### src/design/qsd_pkg.sv
`default_nettype none

package qsd_pkg;

   // Result codes carried in the step_event field
   typedef enum logic [1:0] {
      EV_NONE = 2'd0,
      EV_CW   = 2'd1,
      EV_CCW  = 2'd2
   } step_event_type;

   // Register indexes on the csr port
   localparam logic REG_LOCKOUT_TICKS  = 1'b0;
   localparam logic REG_STEP_THRESHOLD = 1'b1;

   localparam int LOCKOUT_W   = 8;
   localparam int THRESHOLD_W = 4;
   localparam int SUM_W       = 5;

   // Live configuration handed to the decode core
   typedef struct packed {
      logic [LOCKOUT_W-1:0]   lockout_ticks;
      logic [THRESHOLD_W-1:0] step_threshold;
   } cfg_type;

   // x4 transition table, indexed by {old AB, new AB}; 0 = no move or illegal jump
   localparam logic signed [1:0] XITION_DIR [16] = '{
       2'sd0, -2'sd1,  2'sd1,  2'sd0,
       2'sd1,  2'sd0,  2'sd0, -2'sd1,
      -2'sd1,  2'sd0,  2'sd0,  2'sd1,
       2'sd0,  2'sd1, -2'sd1,  2'sd0
   };

endpackage

`default_nettype wire

### src/design/quadrature_step_decoder.sv
// Channel  Dir  Handshake            Payload
// req      in   req_tvalid/tready    req_tdata[7:0]: line_a, line_b
// rsp      out  rsp_tvalid/tready    rsp_tdata[7:0]: step_event
// csr      in   csr_we               csr_index, csr_wdata[7:0]
//
// One sample per clock unless stalled; its result appears in the output
// register the cycle after the transfer. The register frees on the edge it is
// taken, so a stalled result holds req_tready low only while rsp_tready is low.
// Reset clears decoder state and loads lockout_ticks = 2, step_threshold = 4.
`default_nettype none

module quadrature_step_decoder (
   input  wire logic       clock,
   input  wire logic       reset,
   input  wire logic       req_tvalid,
   output      logic       req_tready,
   input  wire logic [7:0] req_tdata,   // [0] line_a, [1] line_b
   output      logic       rsp_tvalid,
   input  wire logic       rsp_tready,
   output      logic [7:0] rsp_tdata,   // [1:0] step_event
   input  wire logic       csr_we,
   input  wire logic       csr_index,
   input  wire logic [7:0] csr_wdata
);

   qsd_pkg::cfg_type        cfg_ff;
   logic                    rsp_valid_ff;
   qsd_pkg::step_event_type event_ff;
   qsd_pkg::step_event_type event_in;
   logic                    req_xfer;

   // configuration registers
   always_ff @(posedge clock) begin
      if (reset) begin
         cfg_ff.lockout_ticks  <= 8'd2;
         cfg_ff.step_threshold <= 4'd4;
      end else if (csr_we) begin
         unique case (csr_index)
            qsd_pkg::REG_LOCKOUT_TICKS:  cfg_ff.lockout_ticks  <= csr_wdata;
            qsd_pkg::REG_STEP_THRESHOLD: cfg_ff.step_threshold <= csr_wdata[3:0];
            default: ;
         endcase
      end
   end

   assign req_tready = !rsp_valid_ff || rsp_tready;
   assign req_xfer   = req_tvalid && req_tready;

   qsd_core u_core (
      .clock      (clock),
      .reset      (reset),
      .step_en    (req_xfer),
      .line_a     (req_tdata[0]),
      .line_b     (req_tdata[1]),
      .cfg        (cfg_ff),
      .step_event (event_in)
   );

   // result register
   always_ff @(posedge clock) begin
      if (reset) begin
         rsp_valid_ff <= 1'b0;
      end else if (req_xfer) begin
         rsp_valid_ff <= 1'b1;
      end else if (rsp_tready) begin
         rsp_valid_ff <= 1'b0;
      end
   end

   always_ff @(posedge clock) begin
      if (req_xfer) begin
         event_ff <= event_in;
      end
   end

   assign rsp_tvalid = rsp_valid_ff;
   assign rsp_tdata  = {6'b000000, event_ff};

endmodule

`default_nettype wire

### src/design/qsd_core.sv
`default_nettype none

module qsd_core (
   input  wire logic                   clock,
   input  wire logic                   reset,
   input  wire logic                   step_en,
   input  wire logic                   line_a,
   input  wire logic                   line_b,
   input  wire qsd_pkg::cfg_type       cfg,
   output qsd_pkg::step_event_type     step_event
);

   logic [1:0]                          anchor_ff, anchor_in;
   logic                                seeded_ff, seeded_in;
   logic signed [qsd_pkg::SUM_W-1:0]    sum_ff, sum_in;
   logic [qsd_pkg::LOCKOUT_W-1:0]       lock_ff, lock_in;

   logic [1:0]                          pair;
   logic [qsd_pkg::LOCKOUT_W-1:0]       lock_dec;
   logic signed [1:0]                   dir;
   logic signed [qsd_pkg::SUM_W-1:0]    sum_next;
   logic signed [qsd_pkg::SUM_W:0]      sum_wide;
   logic signed [qsd_pkg::SUM_W:0]      thr_s;

   assign pair     = {line_a, line_b};
   assign lock_dec = (lock_ff != '0) ? lock_ff - 1'b1 : lock_ff;
   assign dir      = qsd_pkg::XITION_DIR[{anchor_ff, pair}];
   assign sum_next = sum_ff + qsd_pkg::SUM_W'(dir);
   assign sum_wide = {sum_next[qsd_pkg::SUM_W-1], sum_next};
   assign thr_s    = signed'({2'b00, cfg.step_threshold});

   // Next state for one sample: seed, lockout, then table decode and threshold
   always_comb begin
      anchor_in  = anchor_ff;
      seeded_in  = seeded_ff;
      sum_in     = sum_ff;
      lock_in    = lock_ff;
      step_event = qsd_pkg::EV_NONE;
      if (!seeded_ff) begin
         anchor_in = pair;
         seeded_in = 1'b1;
      end else begin
         lock_in = lock_dec;
         if (lock_dec == '0 && pair != anchor_ff) begin
            if (dir == 2'sd0) begin
               // both lines jumped: drop the partial count, keep the anchor
               sum_in = '0;
            end else begin
               anchor_in = pair;
               sum_in    = sum_next;
               if (sum_wide >= thr_s) begin
                  sum_in     = '0;
                  lock_in    = cfg.lockout_ticks;
                  step_event = qsd_pkg::EV_CW;
               end else if (sum_wide <= -thr_s) begin
                  sum_in     = '0;
                  lock_in    = cfg.lockout_ticks;
                  step_event = qsd_pkg::EV_CCW;
               end
            end
         end
      end
   end

   always_ff @(posedge clock) begin
      if (reset) begin
         anchor_ff <= '0;
         seeded_ff <= 1'b0;
         sum_ff    <= '0;
         lock_ff   <= '0;
      end else if (step_en) begin
         anchor_ff <= anchor_in;
         seeded_ff <= seeded_in;
         sum_ff    <= sum_in;
         lock_ff   <= lock_in;
      end
   end

endmodule

`default_nettype wire

### config.mk
export PLATFORM = sky130hd
export DESIGN_NAME = quadrature_step_decoder
export DESIGN_NICKNAME = d
export VERILOG_FILES = /design/src/design/qsd_pkg.sv /design/src/design/quadrature_step_decoder.sv /design/src/design/qsd_core.sv
export SDC_FILE = /design/constraint.sdc
export NUM_CORES = 1
export LEC_CHECK = 0
export BUFFER_PORTS_ARGS = -buffer_cell sky130_fd_sc_hd__clkbuf_2
export CAP_MARGIN = 20
export CORE_ASPECT_RATIO = 1.4
export CORE_MARGIN = 2
export CORE_UTILIZATION = 57
export CTS_CLUSTER_SIZE = 25
export DETAILED_ROUTE_END_ITERATION = 10
export PLACE_DENSITY = 0.83
export SYNTH_ARGS = -nofsm -noshare
export SYNTH_HDL_FRONTEND = slang
export SYNTH_SLANG_ARGS = --single-unit
### constraint.sdc
create_clock -name clock -period 4.55 [get_ports clock]
set_clock_uncertainty 0.15 [all_clocks]
set_input_delay 0.2275 -clock clock [delete_from_list [all_inputs] [get_ports clock]]
set_output_delay 0.2275 -clock clock [all_outputs]
set_load 0.005 [all_outputs]
==> metrics.cfg, run 1 <==
[synthesis]
synth-edff-count=2
synthArstFlopShare=0
ys.flop_type=dfxtp_1
ys_seq_elements=31
netlist.area_leader.share=0.265
yosysUniqueCellTypes=60
synth_common_cells=nand2_1 (34), dfxtp_1 (29), nor2_1 (22)
netlist_instances=262
ys_warn_count=0
ys_seq_area_frac=0.293
synth_area_per_cell_sq_um=8.36
synth_area_leaders=dfxtp_1 (27%), ha_1 (10%), nand2_1 (5.8%)
yosysMostFrequentCell=nand2_1
syn-cell-area_sq_um=2190
yosys.area.top_type=dfxtp_1

[placed_design]
dp_hpwl_um=3650
numPortBuffers=19
finalWeightedCongestion=0.907
pre_cts_ws_ps=325
dp.cells=316
placed_cell_area_sq_um=2290

[sta]
worst_slack_ps=577
hold_viol=0
fin_crit_sh=0.873
tightest_slew_ps=620
fmax_ghz=0.252
slew_viol_final=0
period_needed_ps=3970
maxSlewHeadroom=0.582
finalSetupViolations=0
fin_tns_setup_ps=0
hold_slack_ps=3.61
rsz0062_at_grt=no

[clock_tree]
cts_max_level=2
clkSinkCount=31
clk_latency_ps=290
postCtsSetupBuffers=0
cts_root_buffer=clkbuf_8
cts_buffers=5
clock_path_buffers=2
cts_hold_buf=0
cts_resized=0
cts_tree=built
path_clk_slew_ps=70

[final_layout]
antenna_cells=0
layout-drive-gt1-share=0.156
stdcell_count=324
syn_to_final_growth_pct=8.51
fillerInstances=322
multiInputGateArea_sq_um=1420
final_nets=322
regArea_sq_um=641
design_area_sq_um=2380
fin_util=0.646

[worst_hold_path]
holdPathEnd=cfg_ff[11]
hp-class=in2reg
min_path_cells=3
min-delay-start=csr_wdata[7]

[route]
wl_per_cell_um=14.8
drtIter0Drc=50
drt-total-wl_um=4800
vias_per_cell=5.98
ant_nets=0
firstDrtPassIters=4
drc=0
dr_total_vias=1939

[die]
row_count=26
core_region_area_sq_um=3680
die_h_um=77.3
die_area_sq_um=4360
initial_utilization=0.596
die_w_um=56.4
io_pins=32

[critical_path]
required_ps=4590
cp_top_family=compound AO/OA/AOI/OAI gates
rr_worst_depth=12
cp_max_fo=7
reg2reg_setup_slack_ps=580
r2r_start=u_core.anchor_ff[1]
reg2reg_to=u_core.sum_ff[0]
crit_slowest_cell=mux4_2
crit_type=reg2reg
path_buf_inv=2
start_kind=flip-flop
cp-end-kind=flip-flop
crit_top_cell=inv_1
max_stage_delay_ps=660
critical_path_arrival_ps=4010
crit_chain=mux4_2 -> inv_1 -> fa_1 -> inv_1 -> ha_1 -> nor2b_1 -> o21a_1 -> o21ai_0 -> a2bb2oi_1 -> o22ai_1 -> and3_2 -> a22o_1

[global_route]
grt_pass1_vias=1935
grt_pass1_wl_um=8300
grt_max_degree=24
antenna_found_initial=0
grt_use_total=0.239
grt-ovfl-total=0

[pwr]
p_per_area_nw_per_um2=360
finalPower_mw=0.856
peakVddDrop_v=0.000261
leakage_nw=1.04

[status]
status=finished clean

[job]
maxCapViolCount=0

cells by family after synthesis:
| family | Yosys count | share of synthesized area |
|---|---|---|
| adder cells (fa/ha/maj) | 19 | 0.112 |
| multiplexers | 6 | 0.0360 |
| XOR/XNOR | 12 | 0.0629 |
| other | 1 | 0.00171 |
| AO/OA/AOI/OAI | 58 | 0.177 |
| AND/OR/NAND/NOR | 103 | 0.252 |
| buffers and inverters | 32 | 0.0657 |
| flip-flops | 31 | 0.293 |
worst max path at each step:
| stage | depth (start not counted) | slack [ps] | from | end |
|---|---|---|---|---|
| after floorplan | 16 | 910 | req_tdata[0] | u_core.lock_ff[2] |
| after global placement | 17 | 440 | req_tdata[0] | u_core.sum_ff[0] |
| after detailed placement | 17 | 330 | req_tdata[0] | u_core.sum_ff[2] |
| after CTS | 12 | 640 | u_core.anchor_ff[1] | u_core.sum_ff[2] |
| after global routing | 16 | 420 | req_tdata[0] | u_core.sum_ff[0] |
| final | 12 | 580 | u_core.anchor_ff[1] | u_core.sum_ff[0] |
worst register-to-register path: cells and delay by family, from the launching register on:
family,cells,cell delay (ps)
AO/OA/AOI/OAI,5,1260
adder cells (fa/ha/maj),2,690
multiplexers,1,660
flip-flops,1,450
AND/OR/NAND/NOR,2,400
buffers and inverters,2,280
cells in the final DEF (no fill, tap or decap), drive strengths merged, types with 4 or more instances in the layout:
cell	instances
inv	19
nor2	23
o21ai	9
a21oi	20
dfxtp	29
conb	6
a31oi	5
ha	18
nor4	5
nor3	5
clkbuf	25
nand3	10
xnor2	6
nand2	36
xor2	4
nand2b	4
a22o	4
routing by layer:
layer | track usage | wire (um)
met5 | 0 | 0
met4 | 0.148 | 186
met3 | 0.0517 | 220
met2 | 0.416 | 2490
met1 | 0.257 | 1900
registers in the layout, summed over array words and instances, names as in the netlist:
signal            count
u_core.seeded_ff      1
event_ff              2
u_core.sum_ff         5
u_core.anchor_ff      2
u_core.lock_ff        8
rsp_tvalid            1
cfg_ff               12
layout make-up:
type,count,area share
clock buffers,6,0.0305
clock inverters,2,0.00527
inverters,19,0.0300
multi-input cells,204,0.599
flip-flops and latches,31,0.270
well taps,42,0.0221
repair buffers,20,0.0432
report_power, final:
group | total, mW | switching (mW) | internal [mW]
sequential | 0.317 | 0.0249 | 0.292
combinational | 0.323 | 0.191 | 0.132
clock | 0.216 | 0.109 | 0.107
(Power assumes the default switching activity.)
==> run 2, diff against run 1 <==
- CORE_MARGIN: 2 -> 4
==> metrics.cfg, run 2 (synthesis results as in run 1) <==
[global_route]
grt_max_degree=24  ; unchanged
grt-ovfl-total=0  ; unchanged
grt_pass1_vias=1800  ; -7.0%
grt_pass1_wl_um=7950  ; -4.2%
antenna_found_initial=0  ; unchanged
grt_use_total=0.213  ; -0.0259

[clock_tree]
clk_latency_ps=280  ; about the same
cts_hold_buf=1  ; +1
clkSinkCount=31  ; unchanged
clock_path_buffers=2  ; unchanged
postCtsSetupBuffers=0  ; unchanged
cts_root_buffer=clkbuf_8
path_clk_slew_ps=70  ; about the same
cts_tree=built
cts_max_level=2  ; unchanged
cts_buffers=5  ; unchanged
cts_resized=0  ; unchanged

[route]
dr_total_vias=1910  ; -1.5%
drt-total-wl_um=4580  ; -4.6%
wl_per_cell_um=14.1  ; -4.9%
ant_nets=0  ; unchanged
drc=0  ; unchanged
firstDrtPassIters=4  ; unchanged
drtIter0Drc=58  ; +16%
vias_per_cell=5.88  ; -1.8%

[die]
initial_utilization=0.596  ; unchanged
die_area_sq_um=4910  ; +13%
die_w_um=60.4  ; +7.1%
io_pins=32  ; unchanged
core_region_area_sq_um=3680  ; unchanged
row_count=26  ; unchanged
die_h_um=81.3  ; +5.2%

[sta]
fmax_ghz=0.257  ; +2.0%
fin_tns_setup_ps=0  ; unchanged
tightest_slew_ps=512  ; -108 ps
finalSetupViolations=0  ; unchanged
fin_crit_sh=0.856  ; -0.0173
rsz0062_at_grt=no
hold_viol=0  ; unchanged
slew_viol_final=0  ; unchanged
hold_slack_ps=12.3  ; +8.68 ps
period_needed_ps=3890  ; -78.9 ps
maxSlewHeadroom=0.655  ; +0.0724

[critical_path]
reg2reg_setup_slack_ps=660  ; +80 ps
crit_type=reg2reg
reg2reg_to=u_core.lock_ff[2]
start_kind=flip-flop
cp-end-kind=flip-flop
required_ps=4570  ; -20 ps
critical_path_arrival_ps=3910  ; -100 ps
rr_worst_depth=12  ; unchanged
cp_max_fo=8  ; +1
r2r_start=u_core.anchor_ff[1]

[final_layout]
regArea_sq_um=641  ; unchanged
antenna_cells=0  ; unchanged
multiInputGateArea_sq_um=1420  ; unchanged
final_cell_mix=nand2_1 (34), dfxtp_1 (29), nor2_1 (22)
fillerInstances=307  ; -4.7%
layout-drive-gt1-share=0.159  ; +0.00298
final_common_cell=nand2_1
final_nets=323  ; +0.31%
largest_register_ffs=12  ; unchanged
largestRegisters=cfg_ff: 12 flops, u_core.lock_ff: 8 flops, u_core.sum_ff: 5 flops
syn_to_final_growth_pct=10.5
largest-register=cfg_ff

[worst_hold_path]
min-delay-start=csr_wdata[6]
min_path_cells=3  ; unchanged
hp-class=in2reg
holdPathEnd=cfg_ff[10]

[pwr]
switchingPower_mw=0.319  ; -2.1%
peakVddDrop_v=0.000253  ; -3.3%
leakage_nw=1.07  ; +2.3%
combPwrFrac=0.347  ; -0.031
seqPwrFrac=0.344  ; -0.026
p_per_area_nw_per_um2=380  ; +5.4%
clkPwrFrac=0.308  ; +0.056
internal_power_mw=0.600  ; +13%
swShare=0.347  ; -0.0333

[placed_design]
finalWeightedCongestion=0.911  ; +0.36%
dp_hpwl_um=3510  ; -3.9%
numPortBuffers=19  ; unchanged

[status]
status=finished clean

[job]
maxCapViolCount=0  ; unchanged

[run 2: cell count changes in the layout (fill, tap and decap cells not counted), sizes merged]
cell,change
bufinv,+1
dlygate4sd3,+1
clkinvlp,-1
[run 2: metrics by stage]
stage	cell area, sq um	power [mW]	utilization	worst slack, ps	instances
final	2420	0.918	0.658	656	325
after global routing	2420	0.975	0.658	436	325
after CTS	2420	0.922	0.658	641	325
after detailed placement	2290	0.636	0.623	460	316
after global placement	2290	0.629	0.623	537	316
after floorplan	2210	0.569	-	910	267
[run 2: worst max-delay path by stage]
stage | to | start
floorplan | u_core.lock_ff[2] | req_tdata[0]
global placement | u_core.lock_ff[2] | req_tdata[0]
detailed placement | u_core.lock_ff[2] | req_tdata[0]
CTS | u_core.lock_ff[2] | u_core.anchor_ff[1]
global route | u_core.lock_ff[2] | u_core.anchor_ff[1]
finish | u_core.lock_ff[2] | u_core.anchor_ff[1]
[run 2: critical path, stage by stage, from the launching register on]
cell,delay [ps]
dfxtp_1,430
mux4_2,660
ha_1,320
a21o_1,160
a21oi_1,190
xnor2_1,150
ha_1,330
nand2_1,70
o21ai_0,420
nor3_1,150
nor3_4,340
nand2_2,110
mux2_4,310
[run 2: final cells by class]
| type | instances | area share |
|---|---|---|
| well taps | 42 | 0.0217 |
| flip-flops and latches | 31 | 0.265 |
| clock buffers | 6 | 0.0341 |
| multi-input cells | 204 | 0.589 |
| repair buffers | 21 | 0.0466 |
| inverters | 19 | 0.0295 |
| clock inverters | 2 | 0.0145 |
[run 2: power by group through the flow]
stage / Clock [mW] / Combinational [mW] / Sequential, mW
global route: 0.301 / 0.355 / 0.319
detailed placement: 0 / 0.315 / 0.322
finish: 0.283 / 0.319 / 0.316
global placement: 0 / 0.308 / 0.321
floorplan: 0 / 0.256 / 0.313
CTS: 0.290 / 0.317 / 0.315
[run 2: metal layers]
| metal | routed length, um | vias to the layer above | track usage |
|---|---|---|---|
| met1 | 1840 | 890 | 0.239 |
| met4 | 69 | 0 | 0.0732 |
| met2 | 2430 | 53 | 0.381 |
| li1 | - | 959 | - |
| met3 | 230 | 8 | 0.0509 |
| met5 | 0 | - | 0 |
==> run 3, diff against run 2 <==
- CORE_UTILIZATION: 57 -> 62
- PLACE_DENSITY: 0.83 -> 0.89
- REMOVE_ABC_BUFFERS: default -> 1
- clock period: 4.55 -> 4.9 ns (I/O delays scaled with it)
==> metrics.cfg, run 3 (synthesis results as in run 1) <==
[pwr]
p_per_area_nw_per_um2=357  ; -6.1%
peakVddDrop_v=0.000271  ; +7.2%
leakage_nw=1.06  ; -0.80%
finalPower_mw=0.855  ; -6.9%

[placed_design]
dp_hpwl_um=3490  ; -0.52%
numPortBuffers=19  ; unchanged
finalWeightedCongestion=0.840  ; -7.7%

[sta]
rsz0062_at_grt=no
maxSlewHeadroom=0.616  ; -0.0386
slew_viol_final=0  ; unchanged
fin_crit_sh=0.798
period_needed_ps=3910
fmax_ghz=0.256
fin_tns_setup_ps=0  ; unchanged
hold_slack_ps=18.6  ; +6.30 ps
finalSetupViolations=0  ; unchanged
tightest_slew_ps=571  ; +58.5 ps
hold_viol=0  ; unchanged

[die]
core_region_area_sq_um=3380  ; -8.1%
die_area_sq_um=4560  ; -7.1%
initial_utilization=0.648  ; +0.0525
die_h_um=78.3  ; -3.7%
die_w_um=58.2  ; -3.6%
row_count=25  ; -3.8%
io_pins=32  ; unchanged

[final_layout]
layout-drive-gt1-share=0.157  ; -0.00243
final_cell_mix=nand2_1 (34), dfxtp_1 (29), nor2_1 (22)
largestRegisters=cfg_ff: 12 flops, u_core.lock_ff: 8 flops, u_core.sum_ff: 5 flops
syn_to_final_growth_pct=9.54
final_nets=321  ; -0.62%
largest-register=cfg_ff
largest_register_ffs=12  ; unchanged
final_common_cell=nand2_1
antenna_cells=0  ; unchanged

[clock_tree]
cts_root_buffer=clkbuf_8
clk_latency_ps=300  ; +20 ps
clkSinkCount=31  ; unchanged
cts_buffers=5  ; unchanged
cts_hold_buf=0  ; -1
cts_max_level=2  ; unchanged
postCtsSetupBuffers=0  ; unchanged
path_clk_slew_ps=70  ; about the same
cts_tree=built
clock_path_buffers=2  ; unchanged
cts_resized=0  ; unchanged

[global_route]
grt_pass1_vias=1894  ; +5.2%
grt_max_degree=24  ; unchanged
antenna_found_initial=0  ; unchanged
grt_pass1_wl_um=8310  ; +4.6%
grt_use_total=0.232  ; +0.0190
grt-ovfl-total=0  ; unchanged

[route]
drc=0  ; unchanged
firstDrtPassIters=4  ; unchanged
dr_total_vias=1950  ; +2.1%
vias_per_cell=6.07  ; +3.4%
ant_nets=0  ; unchanged
drt-total-wl_um=4700  ; +2.7%
drtIter0Drc=67  ; +16%
wl_per_cell_um=14.6  ; +4.0%

[critical_path]
path_buf_inv=3  ; +3
crit_type=in2reg
cp-end-kind=flip-flop
start_kind=primary input
cp_max_fo=8  ; unchanged
crit_chain=clkbuf_2 -> inv_1 -> ha_1 -> xnor2_1 -> xnor2_1 -> ha_1 -> inv_1 -> fa_1 -> xnor2_1 -> ha_1 -> o21a_1 -> o21ai_0 -> nor4_4 -> nor3_4 -> nand2_2 -> mux2_4
cp_top_family=adder cells
crit_slowest_cell=o21ai_0
critical_path_arrival_ps=3950  ; +40 ps
max_stage_delay_ps=460  ; -200 ps
required_ps=4940  ; +370 ps

[status]
status=finished clean

[job]
maxCapViolCount=0  ; unchanged

[worst_hold_path]
hp-class=in2reg

==> run 3: report_power, final <==
part	total, mW	switching, mW	leakage, nW	internal, mW
clock	0.264	0.100	0.0612	0.164
combinational	0.296	0.177	0.739	0.119
sequential	0.295	0.0239	0.257	0.271
==> run 3: worst paths after layout <==
| path | endpoint | from | slack (ps) | cells after the start |
|---|---|---|---|---|
| setup / recovery | u_core.lock_ff[2] | req_tdata[0] | 990 | 16 |
| hold / removal | cfg_ff[10] | csr_wdata[6] | 20 | 3 |
| setup reg to reg | u_core.lock_ff[2] | u_core.anchor_ff[1] | 1030 | 12 |
| hold reg to reg | cfg_ff[10] | cfg_ff[10] | 310 | 2 |
==> run 3: worst reg2reg max path, stage by stage (launching register included) <==
cell     delay, ps
dfxtp_1        410
mux4_2         650
inv_1          140
fa_1           410
inv_1          120
ha_1           250
nor2b_1        130
o21a_1         180
o21ai_0        460
nor4_4          70
nor3_4         370
nand2_2        110
mux2_4         310
==> run 3: final cells by class <==
| class | count | area [sq um] |
|---|---|---|
| Timing Repair Buffer | 19 | 95.1 |
| Multi-Input combinational cell | 204 | 1420 |
| Clock inverter | 2 | 35.0 |
| Fill cell | 287 | 980 |
| Inverter | 19 | 71.3 |
| Clock buffer | 6 | 82.6 |
| Tap cell | 40 | 50.0 |
| Sequential cell | 31 | 641 |
==> run 3: metal layers <==
layer / vias to the layer above / wire (um) / GRT usage
li1: 955 / - / -
met1: 936 / 1970 / 0.268
met2: 47 / 2400 / 0.398
met3: 12 / 223 / 0.0559
met4: 0 / 108 / 0.0974
met5: - / 0 / 0
==> run 3: stage by stage <==
step,cell area (sq um),utilization,setup WS [ps],std cells
after floorplan,2140,-,1240,254
after global placement,2280,0.675,825,313
after detailed placement,2280,0.675,695,313
after CTS,2400,0.710,1010,321
after global routing,2400,0.710,762,321
final,2400,0.710,987,321
